## src/rtl/core/ppgrf_pkg.sv

```systemverilog
`timescale 1ns / 1ps

package ppgrf_pkg;

    typedef enum logic [1:0] {
        MODE_START  = 2'd0,
        MODE_WRITE  = 2'd1,
        MODE_READ   = 2'd2,
        MODE_SAMPLE = 2'd3
    } mode_t;

    localparam logic [7:0] A_ISR1 = 8'h00;
    localparam logic [7:0] A_ISR2 = 8'h01;
    localparam logic [7:0] A_WPTR = 8'h04;
    localparam logic [7:0] A_RPTR = 8'h06;
    localparam logic [7:0] A_DATA = 8'h07;
    localparam logic [7:0] A_FCFG = 8'h08;
    localparam logic [7:0] A_MODE = 8'h09;
    localparam logic [7:0] A_PCFG = 8'h0A;
    localparam logic [7:0] A_LED1 = 8'h0C;
    localparam logic [7:0] A_LED2 = 8'h0D;
    localparam logic [7:0] A_REV  = 8'hFE;
    localparam logic [7:0] A_PART = 8'hFF;

    localparam logic [7:0] RDY_BIT  = 8'h40;
    localparam int         SRST_POS = 6;
    localparam int         SHDN_POS = 7;

    localparam logic [7:0] PART_ID_DEFAULT = 8'h15;
    localparam logic [7:0] FCFG_DEFAULT    = 8'h10;
    localparam logic [7:0] MODE_DEFAULT    = 8'h03;
    localparam logic [7:0] PCFG_DEFAULT    = 8'h04;
    localparam logic [7:0] LED_DEFAULT     = 8'h1F;

    // six bytes per pair: red high/mid/low, then infrared high/mid/low
    localparam logic [2:0] LAST_BYTE_POS = 3'd5;
    localparam int         BYTE_SPAN     = 24;

    localparam int REG_DEPTH = 256;

    function automatic logic [7:0] reg_default(input logic [7:0] addr);
        logic [7:0] val;
        unique case (addr)
            A_PART:         val = PART_ID_DEFAULT;
            A_FCFG:         val = FCFG_DEFAULT;
            A_MODE:         val = MODE_DEFAULT;
            A_PCFG:         val = PCFG_DEFAULT;
            A_LED1, A_LED2: val = LED_DEFAULT;
            default:        val = 8'h00;
        endcase
        return val;
    endfunction

endpackage

```

## src/rtl/core/ppgrf_ram.sv

```systemverilog
`timescale 1ns / 1ps

module ppgrf_ram #(
    parameter int WIDTH = 8,
    parameter int DEPTH = 256
) (
    input  logic                     clk,
    input  logic                     we,
    input  logic [$clog2(DEPTH)-1:0] waddr,
    input  logic [WIDTH-1:0]         wdata,
    input  logic [$clog2(DEPTH)-1:0] raddr,
    output logic [WIDTH-1:0]         rdata
);

    logic [WIDTH-1:0] mem [DEPTH];
    logic [WIDTH-1:0] rdata_reg;

    always_ff @(posedge clk)
    begin
        if (we)
        begin
            mem[waddr] <= wdata;
        end
        rdata_reg <= mem[raddr];
    end

    assign rdata = rdata_reg;

endmodule

```

## src/rtl/core/ppg_sensor_register_fifo.sv

```systemverilog
`timescale 1ns / 1ps

// Register interface and sample FIFO of an optical pulse sensor. Each input word is one
// of four kinds (tuser): write-transaction start, bus write byte, bus read byte, or a
// red/infrared sample pair; every input word yields exactly one output word carrying the
// read byte and the sample-taken and oldest-dropped flags. An item passes through the
// accepting state, whose edge also registers the register RAM and FIFO RAM reads at the
// current pointers, an execute state that uses that read data and writes back, and a
// state that loads the output register. A new word is taken only once the last item
// has loaded its result into the output register. A result still waiting on the output
// holds that last state until it is taken, and the next item may be accepted while one
// result waits. The 256-byte register file sits in a RAM with a valid bit per entry, so
// neither reset nor a soft reset needs a clearing pass; the interrupt status 1, mode and
// FIFO pointer registers live in flops because samples, data reads and soft resets
// update them.
module ppg_sensor_register_fifo #(
    parameter int FIFO_ENTRIES = 32,
    parameter int SAMPLE_BITS  = 18,
    localparam int IN_W = ((2 * SAMPLE_BITS + 15) / 8) * 8
) (
    input  logic              clk,
    input  logic              rst_n,
    input  logic              s_tvalid,
    output logic              s_tready,
    // bus_data, red_sample, ir_sample (low bit up), zero padded
    input  logic [IN_W-1:0]   s_tdata,
    // mode
    input  ppgrf_pkg::mode_t  s_tuser,
    output logic              m_tvalid,
    input  logic              m_tready,
    // read_data, sample_taken, oldest_dropped (low bit up), zero padded
    output logic [15:0]       m_tdata
);

    import ppgrf_pkg::*;

    localparam int IW = $clog2(FIFO_ENTRIES);
    localparam int FW = 2 * SAMPLE_BITS;

    typedef enum logic [1:0] {
        ST_IDLE,
        ST_EXEC,
        ST_DONE
    } state_t;

    state_t                 state_reg, state_next;
    mode_t                  kind_reg;
    logic [7:0]             bus_data_reg;
    logic [SAMPLE_BITS-1:0] red_reg;
    logic [SAMPLE_BITS-1:0] ir_reg;

    logic [7:0]             pointer_reg, pointer_next;
    logic                   ptr_load_reg, ptr_load_next;
    logic [IW-1:0]          wi_reg, wi_next;
    logic [IW-1:0]          ri_reg, ri_next;
    logic [2:0]             pos_reg, pos_next;
    logic [7:0]             isr1_reg, isr1_next;
    logic [7:0]             mode_cfg_reg, mode_cfg_next;
    logic [REG_DEPTH-1:0]   valid_reg, valid_next;

    logic [7:0]             res_data_reg, res_data_next;
    logic                   res_taken_reg, res_taken_next;
    logic                   res_drop_reg, res_drop_next;
    logic                   m_valid_reg, m_valid_next;
    logic [15:0]            m_data_reg, m_data_next;

    logic                   reg_we;
    logic [7:0]             reg_wdata;
    logic [7:0]             reg_q;
    logic                   fifo_we;
    logic [FW-1:0]          fifo_q;

    logic [IW-1:0]          mod_tab [256];
    logic [IW-1:0]          wi_wrap, ri_wrap;
    logic [7:0]             reg_value;
    logic [BYTE_SPAN-1:0]   red_wide, ir_wide;
    logic [7:0]             data_byte;
    logic [REG_DEPTH-1:0]   keep_ids;

    // pointer register writes wrap the byte to the FIFO depth
    for (genvar g = 0; g < 256; g++)
    begin : g_mod
        assign mod_tab[g] = IW'(g % FIFO_ENTRIES);
    end

    ppgrf_ram #(
        .WIDTH (8),
        .DEPTH (REG_DEPTH)
    ) u_reg_ram (
        .clk   (clk),
        .we    (reg_we),
        .waddr (pointer_reg),
        .wdata (reg_wdata),
        .raddr (pointer_reg),
        .rdata (reg_q)
    );

    ppgrf_ram #(
        .WIDTH (FW),
        .DEPTH (FIFO_ENTRIES)
    ) u_fifo_ram (
        .clk   (clk),
        .we    (fifo_we),
        .waddr (wi_reg),
        .wdata ({ir_reg, red_reg}),
        .raddr (ri_reg),
        .rdata (fifo_q)
    );

    assign wi_wrap = (wi_reg == IW'(FIFO_ENTRIES - 1)) ? '0 : wi_reg + IW'(1);
    assign ri_wrap = (ri_reg == IW'(FIFO_ENTRIES - 1)) ? '0 : ri_reg + IW'(1);

    always_comb
    begin
        keep_ids         = '0;
        keep_ids[A_REV]  = 1'b1;
        keep_ids[A_PART] = 1'b1;
    end

    // status 1, mode and FIFO pointers come from flops, the rest from RAM or, if never written, defaults
    always_comb
    begin
        priority if (pointer_reg == A_ISR1)
            reg_value = isr1_reg;
        else if (pointer_reg == A_WPTR)
            reg_value = 8'(wi_reg);
        else if (pointer_reg == A_RPTR)
            reg_value = 8'(ri_reg);
        else if (pointer_reg == A_MODE)
            reg_value = mode_cfg_reg;
        else if (valid_reg[pointer_reg])
            reg_value = reg_q;
        else
            reg_value = reg_default(pointer_reg);
    end

    assign red_wide = BYTE_SPAN'(fifo_q[SAMPLE_BITS-1:0]);
    assign ir_wide  = BYTE_SPAN'(fifo_q[FW-1:SAMPLE_BITS]);

    always_comb
    begin
        unique case (pos_reg)
            3'd0:    data_byte = red_wide[23:16];
            3'd1:    data_byte = red_wide[15:8];
            3'd2:    data_byte = red_wide[7:0];
            3'd3:    data_byte = ir_wide[23:16];
            3'd4:    data_byte = ir_wide[15:8];
            3'd5:    data_byte = ir_wide[7:0];
            default: data_byte = 8'h00;
        endcase
    end

    always_comb
    begin
        state_next     = state_reg;
        pointer_next   = pointer_reg;
        ptr_load_next  = ptr_load_reg;
        wi_next        = wi_reg;
        ri_next        = ri_reg;
        pos_next       = pos_reg;
        isr1_next      = isr1_reg;
        mode_cfg_next  = mode_cfg_reg;
        valid_next     = valid_reg;
        res_data_next  = res_data_reg;
        res_taken_next = res_taken_reg;
        res_drop_next  = res_drop_reg;
        m_valid_next   = m_valid_reg;
        m_data_next    = m_data_reg;
        reg_we         = 1'b0;
        reg_wdata      = bus_data_reg;
        fifo_we        = 1'b0;

        if (m_valid_reg && m_tready)
        begin
            m_valid_next = 1'b0;
        end

        unique case (state_reg)
            ST_IDLE:
            begin
                if (s_tvalid)
                begin
                    state_next = ST_EXEC;
                end
            end

            ST_EXEC:
            begin
                res_data_next  = 8'h00;
                res_taken_next = 1'b0;
                res_drop_next  = 1'b0;
                state_next     = ST_DONE;
                unique case (kind_reg)
                    MODE_START:
                    begin
                        ptr_load_next = 1'b1;
                    end

                    MODE_WRITE:
                    begin
                        if (ptr_load_reg)
                        begin
                            pointer_next  = bus_data_reg;
                            ptr_load_next = 1'b0;
                        end
                        else
                        begin
                            pointer_next = pointer_reg + 8'd1;
                            priority if (pointer_reg == A_MODE)
                            begin
                                if (bus_data_reg[SRST_POS])
                                begin
                                    // soft reset: defaults back, ids kept
                                    mode_cfg_next = MODE_DEFAULT;
                                    isr1_next     = 8'h00;
                                    wi_next       = '0;
                                    ri_next       = '0;
                                    pos_next      = 3'd0;
                                    valid_next    = valid_reg & keep_ids;
                                end
                                else
                                begin
                                    mode_cfg_next = bus_data_reg;
                                end
                            end
                            else if (pointer_reg == A_WPTR)
                            begin
                                wi_next = mod_tab[bus_data_reg];
                            end
                            else if (pointer_reg == A_RPTR)
                            begin
                                ri_next  = mod_tab[bus_data_reg];
                                pos_next = 3'd0;
                            end
                            else if (pointer_reg == A_ISR1)
                            begin
                                isr1_next = bus_data_reg;
                            end
                            else
                            begin
                                reg_we                  = 1'b1;
                                valid_next[pointer_reg] = 1'b1;
                            end
                        end
                    end

                    MODE_READ:
                    begin
                        if (pointer_reg == A_DATA)
                        begin
                            if (wi_reg != ri_reg)
                            begin
                                res_data_next = data_byte;
                                if (pos_reg == LAST_BYTE_POS)
                                begin
                                    pos_next = 3'd0;
                                    ri_next  = ri_wrap;
                                    if (wi_reg == ri_wrap)
                                    begin
                                        isr1_next = isr1_reg & ~RDY_BIT;
                                    end
                                end
                                else
                                begin
                                    pos_next = pos_reg + 3'd1;
                                end
                            end
                        end
                        else
                        begin
                            res_data_next = reg_value;
                            pointer_next  = pointer_reg + 8'd1;
                            if (pointer_reg == A_ISR1)
                            begin
                                isr1_next = 8'h00;
                            end
                            else if (pointer_reg == A_ISR2)
                            begin
                                reg_we                  = 1'b1;
                                reg_wdata               = 8'h00;
                                valid_next[pointer_reg] = 1'b1;
                            end
                        end
                    end

                    MODE_SAMPLE:
                    begin
                        if (!mode_cfg_reg[SHDN_POS])
                        begin
                            // full: drop the oldest pair to keep one slot free
                            if (wi_wrap == ri_reg)
                            begin
                                ri_next       = ri_wrap;
                                res_drop_next = 1'b1;
                            end
                            fifo_we        = 1'b1;
                            wi_next        = wi_wrap;
                            isr1_next      = isr1_reg | RDY_BIT;
                            res_taken_next = 1'b1;
                        end
                    end

                    default:
                    begin
                    end
                endcase
            end

            ST_DONE:
            begin
                // hold until the output register frees up
                if (!m_valid_reg || m_tready)
                begin
                    m_valid_next = 1'b1;
                    m_data_next  = {6'b0, res_drop_reg, res_taken_reg, res_data_reg};
                    state_next   = ST_IDLE;
                end
            end

            default:
            begin
                state_next = ST_IDLE;
            end
        endcase
    end

    always_ff @(posedge clk or negedge rst_n)
    begin
        if (!rst_n)
        begin
            state_reg    <= ST_IDLE;
            pointer_reg  <= 8'h00;
            ptr_load_reg <= 1'b0;
            wi_reg       <= '0;
            ri_reg       <= '0;
            pos_reg      <= 3'd0;
            isr1_reg     <= 8'h00;
            mode_cfg_reg <= MODE_DEFAULT;
            valid_reg    <= '0;
            m_valid_reg  <= 1'b0;
            m_data_reg   <= 16'h0000;
        end
        else
        begin
            state_reg    <= state_next;
            pointer_reg  <= pointer_next;
            ptr_load_reg <= ptr_load_next;
            wi_reg       <= wi_next;
            ri_reg       <= ri_next;
            pos_reg      <= pos_next;
            isr1_reg     <= isr1_next;
            mode_cfg_reg <= mode_cfg_next;
            valid_reg    <= valid_next;
            m_valid_reg  <= m_valid_next;
            m_data_reg   <= m_data_next;
        end
    end

    always_ff @(posedge clk)
    begin
        if (state_reg == ST_IDLE && s_tvalid)
        begin
            kind_reg     <= s_tuser;
            bus_data_reg <= s_tdata[7:0];
            red_reg      <= s_tdata[8 +: SAMPLE_BITS];
            ir_reg       <= s_tdata[8 + SAMPLE_BITS +: SAMPLE_BITS];
        end
        res_data_reg  <= res_data_next;
        res_taken_reg <= res_taken_next;
        res_drop_reg  <= res_drop_next;
    end

    assign s_tready = (state_reg == ST_IDLE);
    assign m_tvalid = m_valid_reg;
    assign m_tdata  = m_data_reg;

endmodule
```

## config.mk

```make
export PLATFORM = sky130hd
export DESIGN_NAME = ppg_sensor_register_fifo
export DESIGN_NICKNAME = d
export VERILOG_FILES = /design/src/rtl/core/ppgrf_pkg.sv /design/src/rtl/core/ppgrf_ram.sv /design/src/rtl/core/ppg_sensor_register_fifo.sv
export SDC_FILE = /design/constraint.sdc
export NUM_CORES = 2
export LEC_CHECK = 0
export BUFFER_PORTS_ARGS = -buffer_cell sky130_fd_sc_hd__buf_2
export CAP_MARGIN = 10
export CORE_ASPECT_RATIO = 0.9
export CORE_MARGIN = 4
export CORE_UTILIZATION = 44
export CTS_CLUSTER_DIAMETER = 50
export CTS_CLUSTER_SIZE = 16
export DETAILED_ROUTE_END_ITERATION = 16
export SLEW_MARGIN = 40
export SYNTH_ARGS = -nofsm -noshare
export SYNTH_HDL_FRONTEND = slang
export SYNTH_SLANG_ARGS = --single-unit
```

## constraint.sdc

```tcl
create_clock -name clk -period 12.8 [get_ports clk]
set_clock_uncertainty 0.1 [all_clocks]
set_input_delay 3.84 -clock clk [delete_from_list [all_inputs] [get_ports clk]]
set_output_delay 3.84 -clock clk [all_outputs]
set_load 0.01 [all_outputs]
```

==> results.md <==
* Status: finished clean
* First-pass GRT wire length at 503000 um
* Post-DRT Antenna Nets at 0
* Reg2reg path depth at 13
* Area occupied by multi-input gates at 32900 um^2
* Design area at 158000 um^2
* Combinational share of power at 26.8%
* Placed insts at 10709
* Layout area overhead at 12.4%
* Clock Sinks at 3606
* Max FFs per register at 2048
* Worst Hold Class: reg -> reg
* Row Count at 196
* Lkg Pwr at 0.0502 uW
* Fin. max-slew vios at 0
* Layout Cells excl Fill at 11317
* Setup Buffers After CTS at 0
* Layout cells sized above 1 at 29.8%
* Worst Path Required at 13.43 ns
* Initial antenna violation count at 10
* Sw Ratio at 30.2%
* Syn Area/Cell at 21.2 um^2
* DR WL/cell at 31.0 um
* Total track usage at 21.2%
* Slew margin rel. at 38.8%
* Clk buf depth at 4
* Initial Util at 44.3%
* WP data arrival at 6.82 ns
* Int Pwr at 22500 uW
* Final setup fails at 0
* CP most frequent cell: buf_12
* WHS Path Cells at 1
* DR vias at 67517
* TritonCTS clock tree: built
* Slowest cell on crit path: dfrtp_4
* PostCTS Resize Cnt at 0
* CP endpoint kind: register
* Yosys top cell area share at 69.7%
* Core area at 317000 um^2
* Largest net degree at the start of global routing at 188
* H-tree lvl count at 5
* Num ports at 72
* Yosys cell types at 74
* Worst-path clk slew at 0.07 ns
* Top cells by area, synth: edfxtp_1 70%, mux4_2 17%, dfrtp_1 5.4%, nor2_1 1.7%, a21oi_1 1.0%
* Area leader, netlist: edfxtp_1
* Root Buffer: clkbuf_16
* Worst Setup Path Type: reg -> reg
* Fin crit share at 48.4%
* Crit path launch type: register
* RSZ-0062 raised after global routing: no
* Pre-Repair DR Iteration Count at 6
* Vias in the first global route at 68353
* CP Cell Sequence: buf_4 > buf_12 > buf_4 > buf_12 > buf_16 > buf_12 > buf_16 > mux4_2 > mux4_2 > mux2_2 > a22oi_1 > o21a_1 > o221ai_1
* DRC at 0
* Setup TNS at 0 ns
* TritonCTS buffer count at 323
* Worst Tran Pin Value at 0.915 ns
* Crit path time final at 6.19 ns
* Area post-placement at 146000 um^2
* Peak VDD IR at 0.000176 V
* Die ar. at 328000 um^2
* Total Wirelength at 351000 um
* Routed vias/inst at 5.97
* Switch Pwr at 9730 uW
* Hold buffer count at cts at 0
* Synth Instances at 6619
* Syn Std Cell Area at 140000 um^2
* Die Span Y at 544 um
* Final RePlAce weighted congestion at 0.840
* Register area at 106000 um^2
* Nets at 6889
* Gr ovfl total at 0
* FILL cells at 25154
* HPWL after DPL at 195000 um
* Initial DRC count at 8636
* Clock share of power at 30.2%
* PwrDens at 205 nW/um^2
* Ys Warns at 0
* Seq cells post-synth at 3606
* Slowest cell delay on critical path at 0.78 ns
* Critical Path Fanout Max at 62
* Sequential cell area fraction in the yosys report at 75.8%
* Clk_lat worst skew at 0.87 ns
* IO buf count at 61
* Maximum clock frequency at 161 MHz
* Pwr Total at 32300 uW
* Max-cap violations at 0
* Final hold violation count at 0
* Number of synthesized flops with an enable pin at 3256
* Ys flop type: edfxtp_1
* Synth async-reset ratio at 8.49%
* Reg power frac at 43.0%
* Die width at 603 um
## power by group through the flow
stage | sequential [uW] | clock [uW] | combinational (uW)
6_report | 13900 | 9750 | 8660
5_1_grt | 13900 | 10400 | 9100
4_1_cts | 13900 | 9930 | 8600
3_5_place_dp | 14200 | 0 | 8570
3_3_place_gp | 14200 | 0 | 8400
2_1_floorplan | 13900 | 0 | 5890
## cells in the final DEF, fill, tap and decap left out, types with 17 or more instances in the layout
| cell type | count |
|---|---|
| edfxtp_1 | 3256 |
| mux4_2 | 1057 |
| nor2_1 | 476 |
| clkbuf_16 | 328 |
| dfrtp_1 | 292 |
| a21oi_1 | 289 |
| nor2_2 | 120 |
| nand2_1 | 92 |
| buf_4 | 85 |
| buf_6 | 71 |
| buf_2 | 61 |
| mux2_2 | 59 |
| clkbuf_1 | 51 |
| o21ai_0 | 50 |
| a22oi_1 | 49 |
| nor2_4 | 47 |
| inv_6 | 44 |
| dfxtp_1 | 44 |
| conb_1 | 38 |
| clkinvlp_4 | 30 |
| mux2i_1 | 29 |
| nand3_1 | 27 |
| clkinv_4 | 25 |
| buf_12 | 22 |
| bufinv_16 | 21 |
| ha_1 | 18 |
| a31oi_1 | 17 |
| nand2b_1 | 17 |
## final timing paths
kind | start | to | slack (ns)
setup / recovery | pointer_reg[0]$_DFFE_PN0P_ | u_reg_ram.rdata[2]$_DFF_P_ | 6.61
hold / removal | res_taken_reg$_DFFE_PP_ | m_tdata[8]$_DFFE_PN0P_ | 0.39
setup reg to reg | pointer_reg[0]$_DFFE_PN0P_ | u_reg_ram.rdata[2]$_DFF_P_ | 6.61
hold reg to reg | res_taken_reg$_DFFE_PP_ | m_tdata[8]$_DFFE_PN0P_ | 0.39
max in group asynchronous | rst_n | m_tdata[5]$_DFFE_PN0P_ | 8.10
min in group asynchronous | rst_n | valid_reg[196]$_DFFE_PN0P_ | 2.78
## kinds of logic (layout without fill, tap and decap cells)
group / after synthesis / in the layout / synth area share (%)
flip-flops: 3606 / 3606 / 75.8
multiplexers: 1154 / 1154 / 17.8
AND/OR/NAND/NOR: 895 / 895 / 2.64
AO/OA/AOI/OAI: 491 / 491 / 2.05
buffers and inverters: 438 / 834 / 1.47
adder cells (fa/ha/maj): 18 / 18 / 0.160
XOR/XNOR: 16 / 16 / 0.0999
other: 1 / 46 / 0.00267
## final cells by class
cell class	instances	share of cell area, %
Antenna cell	8	0.0127
Clock buffer	390	5.42
Clock inverter	170	1.22
Inverter	17	0.0404
Multi-Input combinational cell	2612	20.9
Sequential cell	3606	67.4
Tap cell	4257	3.38
Timing Repair Buffer	257	1.66
## stage by stage
| step | util [%] | setup slack (ns) | hold WS [ns] |
|---|---|---|---|
| after floorplan | - | 2.45 | 0.342 |
| after global placement | 46.0 | 6.25 | 0.368 |
| after detailed placement | 46.2 | 6.57 | 0.372 |
| after CTS | 49.5 | 6.52 | 0.386 |
| after global routing | 49.7 | 6.13 | 0.407 |
| final | 49.8 | 6.61 | 0.390 |
## Yosys cell counts, types with 5 or more instances
cell type and n:
a211oi_1 6, a21oi_1 289, a221oi_1 6, a22o_1 5, a22oi_1 49, a31oi_1 17, and2_1 7, and3_1 13
buf_1 57, buf_2 121, buf_4 37, buf_6 12, clkbuf_1 191, dfrtp_1 304, dfxtp_1 44, edfxtp_1 3256
ha_1 18, inv_1 15, mux2_2 59, mux2i_1 29, mux4_1 8, mux4_2 1057, nand2_1 105, nand2b_1 17
nand3_1 31, nand3b_1 8, nand4_1 8, nor2_1 640, nor2b_1 25, nor3_1 18, o21ai_0 51, o22ai_1 13
o31ai_1 5, o32ai_1 6, xnor2_1 11, xor2_1 5
## critical path: cells and delay by family, from the launching register on
family	cells	cell delay, ns
flip-flops	1	0.78
buffers and inverters	7	2.69
multiplexers	3	1.35
AO/OA/AOI/OAI	3	0.83
## metal layers
metal	vias to the layer above	share of wire [%]	routed length (um)	track usage [%]
met2	2575	48	169000	33.7
met4	0	3.2	11100	6.54
li1	27689	-	-	-
met3	543	6.9	24400	3.52
met5	-	0	0	0
met1	36710	42	146000	30.2
Power figures use the tool's default switching activity.
